==> config.mk <==
export PLATFORM = sky130hd
export DESIGN_NAME = neighbor_table_link_stats
export DESIGN_NICKNAME = d
export VERILOG_FILES = /design/src/rtl/nts_pkg.sv /design/src/rtl/nts_ctrl.sv /design/src/rtl/nts_datapath.sv /design/src/rtl/neighbor_table_link_stats.sv
export SDC_FILE = /design/constraint.sdc
export NUM_CORES = 1
export LEC_CHECK = 0
export ABC_AREA = 1
export BUFFER_PORTS_ARGS = -buffer_cell sky130_fd_sc_hd__buf_2
export CORE_ASPECT_RATIO = 0.6
export CORE_MARGIN = 3
export CORE_UTILIZATION = 30
export CTS_CLUSTER_SIZE = 8
export DETAILED_ROUTE_END_ITERATION = 7
export MAX_ROUTING_LAYER = met4
export PLACE_DENSITY = 0.49
export REMOVE_ABC_BUFFERS = 1
export SLEW_MARGIN = 20
export SYNTH_ARGS = -nofsm -noshare
export SYNTH_HDL_FRONTEND = slang
export SYNTH_SLANG_ARGS = --single-unit
==> constraint.sdc <==
create_clock -name clock -period 4.1 [get_ports clock]
set_input_delay 0.205 -clock clock [delete_from_list [all_inputs] [get_ports clock]]
set_output_delay 0.205 -clock clock [all_outputs]
set_load 0.005 [all_outputs]
==> src/rtl/nts_pkg.sv <==
// Shared types and constants for the neighbor table with link statistics.
// Used by the controller, the datapath and the top level; depends on nothing.
`timescale 1ns / 1ps

package nts_pkg;

   // Field widths fixed by the item formats.
   localparam int ADDR_W     = 16;
   localparam int BYTE_W     = 8;
   localparam int ACTION_W   = 3;
   localparam int NCOUNT_W   = 6;

   // Action codes of an input item.
   localparam logic [ACTION_W-1:0] ACT_ADD       = 3'd0;
   localparam logic [ACTION_W-1:0] ACT_RX        = 3'd1;
   localparam logic [ACTION_W-1:0] ACT_TX        = 3'd2;
   localparam logic [ACTION_W-1:0] ACT_CLR_COUNT = 3'd3;
   localparam logic [ACTION_W-1:0] ACT_REPORT    = 3'd4;
   localparam logic [ACTION_W-1:0] ACT_PURGE     = 3'd5;

   // Record kinds of a result item.
   localparam logic KIND_HEADER = 1'b0;
   localparam logic KIND_ENTRY  = 1'b1;

   // Masks for one address byte and for the full address.
   localparam logic [ADDR_W-1:0] BYTE_ADDR_MASK = 16'h00FF;
   localparam logic [ADDR_W-1:0] FULL_ADDR_MASK = 16'hFFFF;

   typedef struct packed {
      logic [ACTION_W-1:0] action;
      logic [ADDR_W-1:0]   node_address;
      logic [BYTE_W-1:0]   signal_strength;
   } req_type;

   typedef struct packed {
      logic                record_kind;
      logic [NCOUNT_W-1:0] neighbor_count;
      logic [ADDR_W-1:0]   entry_address;
      logic [BYTE_W-1:0]   entry_strength;
      logic [BYTE_W-1:0]   entry_received;
      logic [BYTE_W-1:0]   entry_sent;
      logic                last;
   } rsp_type;

   // Commands from the controller to the datapath.
   typedef struct packed {
      logic load_item;
      logic idx_clear;
      logic idx_inc;
      logic mem_rd;
      logic wr_update;
      logic wr_append;
      logic wr_clear;
      logic total_clear;
      logic rsp_load_hdr;
      logic rsp_load_entry;
   } ctl_cmd_type;

   // Status from the datapath to the controller.
   typedef struct packed {
      logic item_is_add;
      logic idx_at_end;
      logic hit;
      logic full;
      logic last_entry;
      logic total_zero;
      logic out_free;
   } ctl_status_type;

endpackage

==> src/rtl/nts_ctrl.sv <==
// Controller state machine of the neighbor table: sequences search, update,
// counter clearing, report and purge. Depends on nts_pkg.
`timescale 1ns / 1ps

module nts_ctrl
   import nts_pkg::*;
(
   input  logic                clock,
   input  logic                reset,
   input  logic                req_valid,
   input  logic [ACTION_W-1:0] req_action,
   output logic                req_ready,
   input  ctl_status_type      status,
   output ctl_cmd_type         cmd
);

   typedef enum logic [2:0] {
      ST_IDLE,
      ST_LOOKUP,
      ST_CHECK,
      ST_CLR,
      ST_CLR_WR,
      ST_RPT_HDR,
      ST_RPT_READ,
      ST_RPT_EMIT
   } state_type;

   state_type state_ff, state_in;

   assign req_ready = (state_ff == ST_IDLE);

   // Next state and datapath commands.
   always_comb begin
      state_in = state_ff;
      cmd      = '0;
      unique case (state_ff)
         ST_IDLE: begin
            if (req_valid) begin
               cmd.load_item = 1'b1;
               cmd.idx_clear = 1'b1;
               unique case (req_action)
                  ACT_ADD, ACT_RX, ACT_TX: state_in = ST_LOOKUP;
                  ACT_CLR_COUNT:           state_in = ST_CLR;
                  ACT_REPORT:              state_in = ST_RPT_HDR;
                  ACT_PURGE:               cmd.total_clear = 1'b1;
                  default:                 state_in = ST_IDLE;
               endcase
            end
         end
         // Either the search ran off the end, or the next entry is read.
         ST_LOOKUP: begin
            if (status.idx_at_end) begin
               cmd.wr_append = status.item_is_add && !status.full;
               state_in      = ST_IDLE;
            end else begin
               cmd.mem_rd = 1'b1;
               state_in   = ST_CHECK;
            end
         end
         ST_CHECK: begin
            if (status.hit) begin
               cmd.wr_update = 1'b1;
               state_in      = ST_IDLE;
            end else begin
               cmd.idx_inc = 1'b1;
               state_in    = ST_LOOKUP;
            end
         end
         // Clear both counters of each entry, one entry per pass.
         ST_CLR: begin
            if (status.idx_at_end) begin
               state_in = ST_IDLE;
            end else begin
               cmd.mem_rd = 1'b1;
               state_in   = ST_CLR_WR;
            end
         end
         ST_CLR_WR: begin
            cmd.wr_clear = 1'b1;
            cmd.idx_inc  = 1'b1;
            state_in     = ST_CLR;
         end
         // Report header, then every entry in order.
         ST_RPT_HDR: begin
            if (status.out_free) begin
               cmd.rsp_load_hdr = 1'b1;
               if (status.total_zero) begin
                  state_in = ST_IDLE;
               end else begin
                  state_in = ST_RPT_READ;
               end
            end
         end
         ST_RPT_READ: begin
            cmd.mem_rd = 1'b1;
            state_in   = ST_RPT_EMIT;
         end
         ST_RPT_EMIT: begin
            if (status.out_free) begin
               cmd.rsp_load_entry = 1'b1;
               if (status.last_entry) begin
                  cmd.total_clear = 1'b1;
                  state_in        = ST_IDLE;
               end else begin
                  cmd.idx_inc = 1'b1;
                  state_in    = ST_RPT_READ;
               end
            end
         end
         default: state_in = ST_IDLE;
      endcase
   end

   always_ff @(posedge clock) begin
      if (reset) begin
         state_ff <= ST_IDLE;
      end else begin
         state_ff <= state_in;
      end
   end

endmodule

==> src/rtl/nts_datapath.sv <==
// Datapath of the neighbor table: item register, entry memory, index and
// entry count, and the result output register. Depends on nts_pkg.
`timescale 1ns / 1ps

module nts_datapath
   import nts_pkg::*;
#(
   parameter int TABLE_CAPACITY = 16,
   parameter int ADDRESS_BYTES  = 2
) (
   input  logic           clock,
   input  logic           reset,
   input  req_type        req_data,
   input  ctl_cmd_type    cmd,
   output ctl_status_type status,
   output logic           rsp_valid,
   input  logic           rsp_ready,
   output rsp_type        rsp_data
);

   localparam int CNT_W = $clog2(TABLE_CAPACITY + 1);
   localparam int IDX_W = (TABLE_CAPACITY > 1) ? $clog2(TABLE_CAPACITY) : 1;
   localparam logic [ADDR_W-1:0] ADDR_MASK =
      (ADDRESS_BYTES >= 2) ? FULL_ADDR_MASK : BYTE_ADDR_MASK;
   localparam logic [CNT_W-1:0] CAPACITY = CNT_W'(TABLE_CAPACITY);

   typedef struct packed {
      logic [ADDR_W-1:0] address;
      logic [BYTE_W-1:0] strength;
      logic [BYTE_W-1:0] received;
      logic [BYTE_W-1:0] sent;
   } entry_type;

   req_type          item_ff;
   logic [CNT_W-1:0] idx_ff, idx_in;
   logic [CNT_W-1:0] total_ff, total_in;
   entry_type        mem [TABLE_CAPACITY];
   entry_type        rdata_ff;
   entry_type        wr_entry;
   logic             mem_we;
   logic [IDX_W-1:0] wr_idx;
   logic             rsp_valid_ff, rsp_valid_in;
   rsp_type          rsp_ff, rsp_in;
   logic             out_free;

   assign out_free = !rsp_valid_ff || rsp_ready;

   // Status toward the controller.
   always_comb begin
      status.item_is_add = (item_ff.action == ACT_ADD);
      status.idx_at_end  = (idx_ff == total_ff);
      status.hit         = (rdata_ff.address == item_ff.node_address);
      status.full        = (total_ff == CAPACITY);
      status.last_entry  = ((idx_ff + 1'b1) == total_ff);
      status.total_zero  = (total_ff == '0);
      status.out_free    = out_free;
   end

   // Index and entry count.
   always_comb begin
      idx_in = idx_ff;
      if (cmd.idx_clear) begin
         idx_in = '0;
      end else if (cmd.idx_inc) begin
         idx_in = idx_ff + 1'b1;
      end
      total_in = total_ff;
      if (cmd.total_clear) begin
         total_in = '0;
      end else if (cmd.wr_append) begin
         total_in = total_ff + 1'b1;
      end
   end

   // Entry write: append a new neighbor, update a found one, or clear counters.
   always_comb begin
      wr_entry = rdata_ff;
      wr_idx   = idx_ff[IDX_W-1:0];
      mem_we   = cmd.wr_append || cmd.wr_update || cmd.wr_clear;
      priority if (cmd.wr_append) begin
         wr_idx   = total_ff[IDX_W-1:0];
         wr_entry = '{address: item_ff.node_address,
                      strength: item_ff.signal_strength,
                      received: '0, sent: '0};
      end else if (cmd.wr_clear) begin
         wr_entry.received = '0;
         wr_entry.sent     = '0;
      end else if (item_ff.action == ACT_RX) begin
         wr_entry.received = rdata_ff.received + 1'b1;
      end else if (item_ff.action == ACT_TX) begin
         wr_entry.sent = rdata_ff.sent + 1'b1;
      end else begin
         wr_entry.strength = item_ff.signal_strength;
      end
   end

   // Output register: header or entry record, held until taken.
   always_comb begin
      rsp_in       = rsp_ff;
      rsp_valid_in = rsp_valid_ff && !rsp_ready;
      if (cmd.rsp_load_hdr) begin
         rsp_in                = '0;
         rsp_in.record_kind    = KIND_HEADER;
         rsp_in.neighbor_count = NCOUNT_W'(total_ff);
         rsp_in.last           = (total_ff == '0);
         rsp_valid_in          = 1'b1;
      end else if (cmd.rsp_load_entry) begin
         rsp_in.record_kind    = KIND_ENTRY;
         rsp_in.neighbor_count = '0;
         rsp_in.entry_address  = rdata_ff.address;
         rsp_in.entry_strength = rdata_ff.strength;
         rsp_in.entry_received = rdata_ff.received;
         rsp_in.entry_sent     = rdata_ff.sent;
         rsp_in.last           = ((idx_ff + 1'b1) == total_ff);
         rsp_valid_in          = 1'b1;
      end
   end

   // Control registers.
   always_ff @(posedge clock) begin
      if (reset) begin
         idx_ff       <= '0;
         total_ff     <= '0;
         rsp_valid_ff <= 1'b0;
      end else begin
         idx_ff       <= idx_in;
         total_ff     <= total_in;
         rsp_valid_ff <= rsp_valid_in;
      end
   end

   // Payload registers: the item has its address masked to the used bytes.
   always_ff @(posedge clock) begin
      rsp_ff <= rsp_in;
      if (cmd.load_item) begin
         item_ff <= '{action: req_data.action,
                      node_address: req_data.node_address & ADDR_MASK,
                      signal_strength: req_data.signal_strength};
      end
   end

   // Entry memory with registered read data.
   always_ff @(posedge clock) begin
      if (mem_we) begin
         mem[wr_idx] <= wr_entry;
      end
      if (cmd.mem_rd) begin
         rdata_ff <= mem[idx_ff[IDX_W-1:0]];
      end
   end

   assign rsp_valid = rsp_valid_ff;
   assign rsp_data  = rsp_ff;

`ifndef SYNTHESIS
   a_no_append_when_full: assert property (@(posedge clock) disable iff (reset)
      cmd.wr_append |-> !status.full)
      else $error("append issued on a full table");

   a_read_in_range: assert property (@(posedge clock) disable iff (reset)
      cmd.mem_rd |-> (idx_ff < total_ff))
      else $error("entry read beyond the entry count");

   a_load_only_when_free: assert property (@(posedge clock) disable iff (reset)
      (cmd.rsp_load_hdr || cmd.rsp_load_entry) |-> out_free)
      else $error("result overwritten before it was taken");

   a_total_cleared: assert property (@(posedge clock) disable iff (reset)
      cmd.total_clear |=> (total_ff == '0))
      else $error("entry count not cleared");

   a_total_bounded: assert property (@(posedge clock) disable iff (reset)
      cmd.wr_append |=> (total_ff == $past(total_ff) + 1'b1))
      else $error("entry count did not advance on append");
`endif

endmodule

==> src/rtl/neighbor_table_link_stats.sv <==
// Top level of the neighbor table with link statistics.
// Instantiates nts_ctrl and nts_datapath; depends on nts_pkg.
//
//   channel   direction  handshake            payload
//   req_      in         req_valid/req_ready  req_data  (action, address, strength)
//   rsp_      out        rsp_valid/rsp_ready  rsp_data  (header or entry record)
//
// One item at a time. An add, rx or tx item searches the entries in order, one read
// and one compare per entry, and stops at the first match; when none of the N entries
// match it scans all of them (at most TABLE_CAPACITY), as the entry memory has a
// single registered read. A counter reset and a report visit each of the N entries in
// turn, and a report also waits while rsp_ready stays low. Purge is done in the idle state.
// Reset is synchronous and empties the table; entry contents are not cleared.
`timescale 1ns / 1ps

module neighbor_table_link_stats
   import nts_pkg::*;
#(
   parameter int TABLE_CAPACITY = 16,
   parameter int ADDRESS_BYTES  = 2
) (
   input  logic    clock,
   input  logic    reset,
   input  logic    req_valid,
   output logic    req_ready,
   input  req_type req_data,
   output logic    rsp_valid,
   input  logic    rsp_ready,
   output rsp_type rsp_data
);

   ctl_cmd_type    cmd;
   ctl_status_type status;

   // Sequencing of each item.
   nts_ctrl u_ctrl (
      .clock      (clock),
      .reset      (reset),
      .req_valid  (req_valid),
      .req_action (req_data.action),
      .req_ready  (req_ready),
      .status     (status),
      .cmd        (cmd)
   );

   // Table storage and result register.
   nts_datapath #(
      .TABLE_CAPACITY (TABLE_CAPACITY),
      .ADDRESS_BYTES  (ADDRESS_BYTES)
   ) u_datapath (
      .clock     (clock),
      .reset     (reset),
      .req_data  (req_data),
      .cmd       (cmd),
      .status    (status),
      .rsp_valid (rsp_valid),
      .rsp_ready (rsp_ready),
      .rsp_data  (rsp_data)
   );

endmodule

==> metrics.csv <==
stage,metric,value,unit
outcome,status,"complete, no violations",
floorplan,num_rows,89,
synth,syn_area,30300,um^2
route,wire_per_inst,22.6,um
timing,rsz0062_at_grt,false,
worst_setup_path,timing.rr.start,u_datapath.idx_ff[0],
global_routing,grt_pass1_vias,19636,
synth,synth-edff-count,713,
synth,synth.yosys.seq_area_share,74.4,%
route,vias,20265,
global_routing,grt_overflow,0,
worst_setup_path,cp_slowest_cell,buf_12,
cts,numCtsBuffers,106,
floorplan,core_area,99200,um^2
timing,tightest_slew,1050,ps
cts,clock_latency,680,ps
route,drt_iter0_drc,2203,
layout,layout_common_cells,"edfxtp_1, nor2_1, o21ai_0, o22ai_1, nand2_1",
timing,drv_slew,0,
worst_setup_path,start_kind,register,
placed_design,port_buffers,79,
layout,utilization,36.3,%
timing,clock_skew,16.1,ps
worst_setup_path,endpoint_kind,register,
timing,fin_crit,3120,ps
worst_setup_path,crit_top_cell,buf_4,
synth,synthCells,2433,
timing,setup_viol,0,
cts,clk_pin_slew,60,ps
global_routing,grtUsageTotal,17.4,%
timing,setup_tns,0,ps
cts,cts_tree,built,
timing,fin_crit_sh,76.1,%
global_routing,grt_max_degree,194,
route,viasPerCell,5.08,
floorplan,die-area,105000,um^2
synth,yosys_warnings,0,
worst_setup_path,critPathRequiredTime,4430,ps
route,drc,0,
synth,ys_ff_latch,768,
power_and_ir_drop,peakVddDrop,0.000493,V
route,wl,90.1,mm
worst_setup_path,slowest_delay,560,ps
layout,design_area,36000,um^2
floorplan,pin_count,81,
floorplan,start_util,30.5,%
global_routing,grt_pass1_wl,133,mm
cts,cts-root-buf,clkbuf_16,
route,firstDrtPassIters,5,
worst_setup_path,worst-path-max-fanout,193,
worst_setup_path,path_class,reg -> reg,
hold_path,min-delay-start,req_data[7],
power_and_ir_drop,leakagePower,12.3,nW
route,postRouteAntennaNets,0,
layout,drive_gt1_share,12.7,%
placed_design,dp_hpwl,52.5,mm
timing,hold_violations,0,
synth,ys.flop_type,edfxtp_1,
layout,area_growth_syn_to_layout,19.0,%
timing,hold_slack,227,ps
timing,fmax,0.321,GHz
floorplan,die_y,252,um
placed_design,placed_cell_area,32600,um^2
layout,mostFrequentLayoutCell,edfxtp_1,
timing,max_slew_margin,30.2,%
synth,async_flop_share,0,%
worst_setup_path,worst_ep_arrival_time,3440,ps
cts,cts.sinks,768,
synth,syn_area_per_cell,12.4,um^2
layout,layout.nets,2625,
cts,htreeDepth,3,
power_and_ir_drop,powerDensity,685,nW/um^2
power_and_ir_drop,finalPower,24.7,mW
worst_setup_path,crit_start,u_datapath.idx_ff[0],
hold_path,hold_class,in -> reg,
worst_setup_path,path_cells,inv_8 -> buf_4 -> buf_12 -> nand3_2 -> nor2_4 -> buf_4,
global_routing,antenna_found_initial,3,
cts,cts.path.max_buffers,3,
floorplan,fp.dieW,416,um
placed_design,gp_congestion,0.830,
run,drv_cap,0,
synth,ys_types,38,
[final cells by class]
class                      count  area [um^2]
fill                        9529        63200
timing repair buffer         201         1460
sequential                   768        22500
clock buffer                 185         3020
multi-input combinational   1422         6950
clock inverter                 6         70.1
tap                         1319         1650
antenna                        2         5.00
inverter                      90          348
[final timing paths]
kind,end,slack (ps),cells after the start
setup / recovery,u_datapath.mem[4][23],980,6
hold reg to reg,u_datapath.rsp_data[25],460,2
setup reg to reg,u_datapath.mem[4][23],980,6
hold / removal,u_datapath.item_ff[7],230,2
[metrics by stage]
stage               setup slack (ps)  std cells
floorplan                      -8520       2280
global placement                1140       3769
detailed placement              1070       3769
CTS                             1060       3991
global route                     844       3991
finish                           981       3993
[timing repair]
item | CTS | global route
resized for setup | 0 | 0
setup buffers | 0 | 0
endpoints found under the hold margin | 46 | 0
hold buffers | 31 | 0
setup endpoints to repair | 0 | 0
[logic make-up after synthesis]
logic type               Yosys count  share of synthesized area, %
flip-flops                       768                          74.4
AND/OR/NAND/NOR                  673                          8.76
AO/OA/AOI/OAI                    726                          12.9
adder cells (fa/ha/maj)            5                         0.207
multiplexers                       2                        0.0744
buffers and inverters            243                          3.23
XOR/XNOR                          15                         0.434
other                              1                        0.0124
[worst max-delay path: cells and delay by family, from the launching register on]
kind,cells,cell delay (ps)
DFF,1,380
buffers and inverters,4,1450
and+or+nand+nor,2,580
[layer usage]
layer / GRT usage, % / routed length [um]
met4: 5.10 / 2390
met2: 25.3 / 39300
met1: 24.7 / 43100
met5: - / 0
met3: 3.43 / 5320
[cell usage after synthesis, types with 9 or more instances]
cell type,instances,area share [%]
clkbuf_1,109,1.4
nor2_1,474,5.9
inv_2,9,0.11
o21ai_1,54,0.89
nand2_1,153,1.9
buf_2,31,0.51
dfxtp_1,55,3.6
nand3_1,25,0.41
inv_1,78,0.97
o21ai_0,427,7.1
o22ai_1,195,4.0
a21oi_1,38,0.63
xor2_1,13,0.38
edfxtp_1,713,71
[state kept, by name, indices dropped and copies added (netlist names)]
| register | count |
|---|---|
| u_datapath.total_ff | 5 |
| u_datapath.rsp_data | 47 |
| u_datapath.mem | 640 |
| u_datapath.rsp_valid | 1 |
| u_ctrl.state_ff | 3 |
| u_datapath.item_ff | 27 |
| u_datapath.rdata_ff | 40 |
| u_datapath.idx_ff | 5 |
[power by group]
part           switching [mW]  leakage (nW)  total, mW  internal [mW]
combinational            4.40          3.93       6.01           1.61
sequential              0.334          6.89       10.5           10.1
clock                    3.28          1.47       8.22           4.93
total                    8.01          12.3       24.7           16.7
Power figures use the tool's default switching activity.
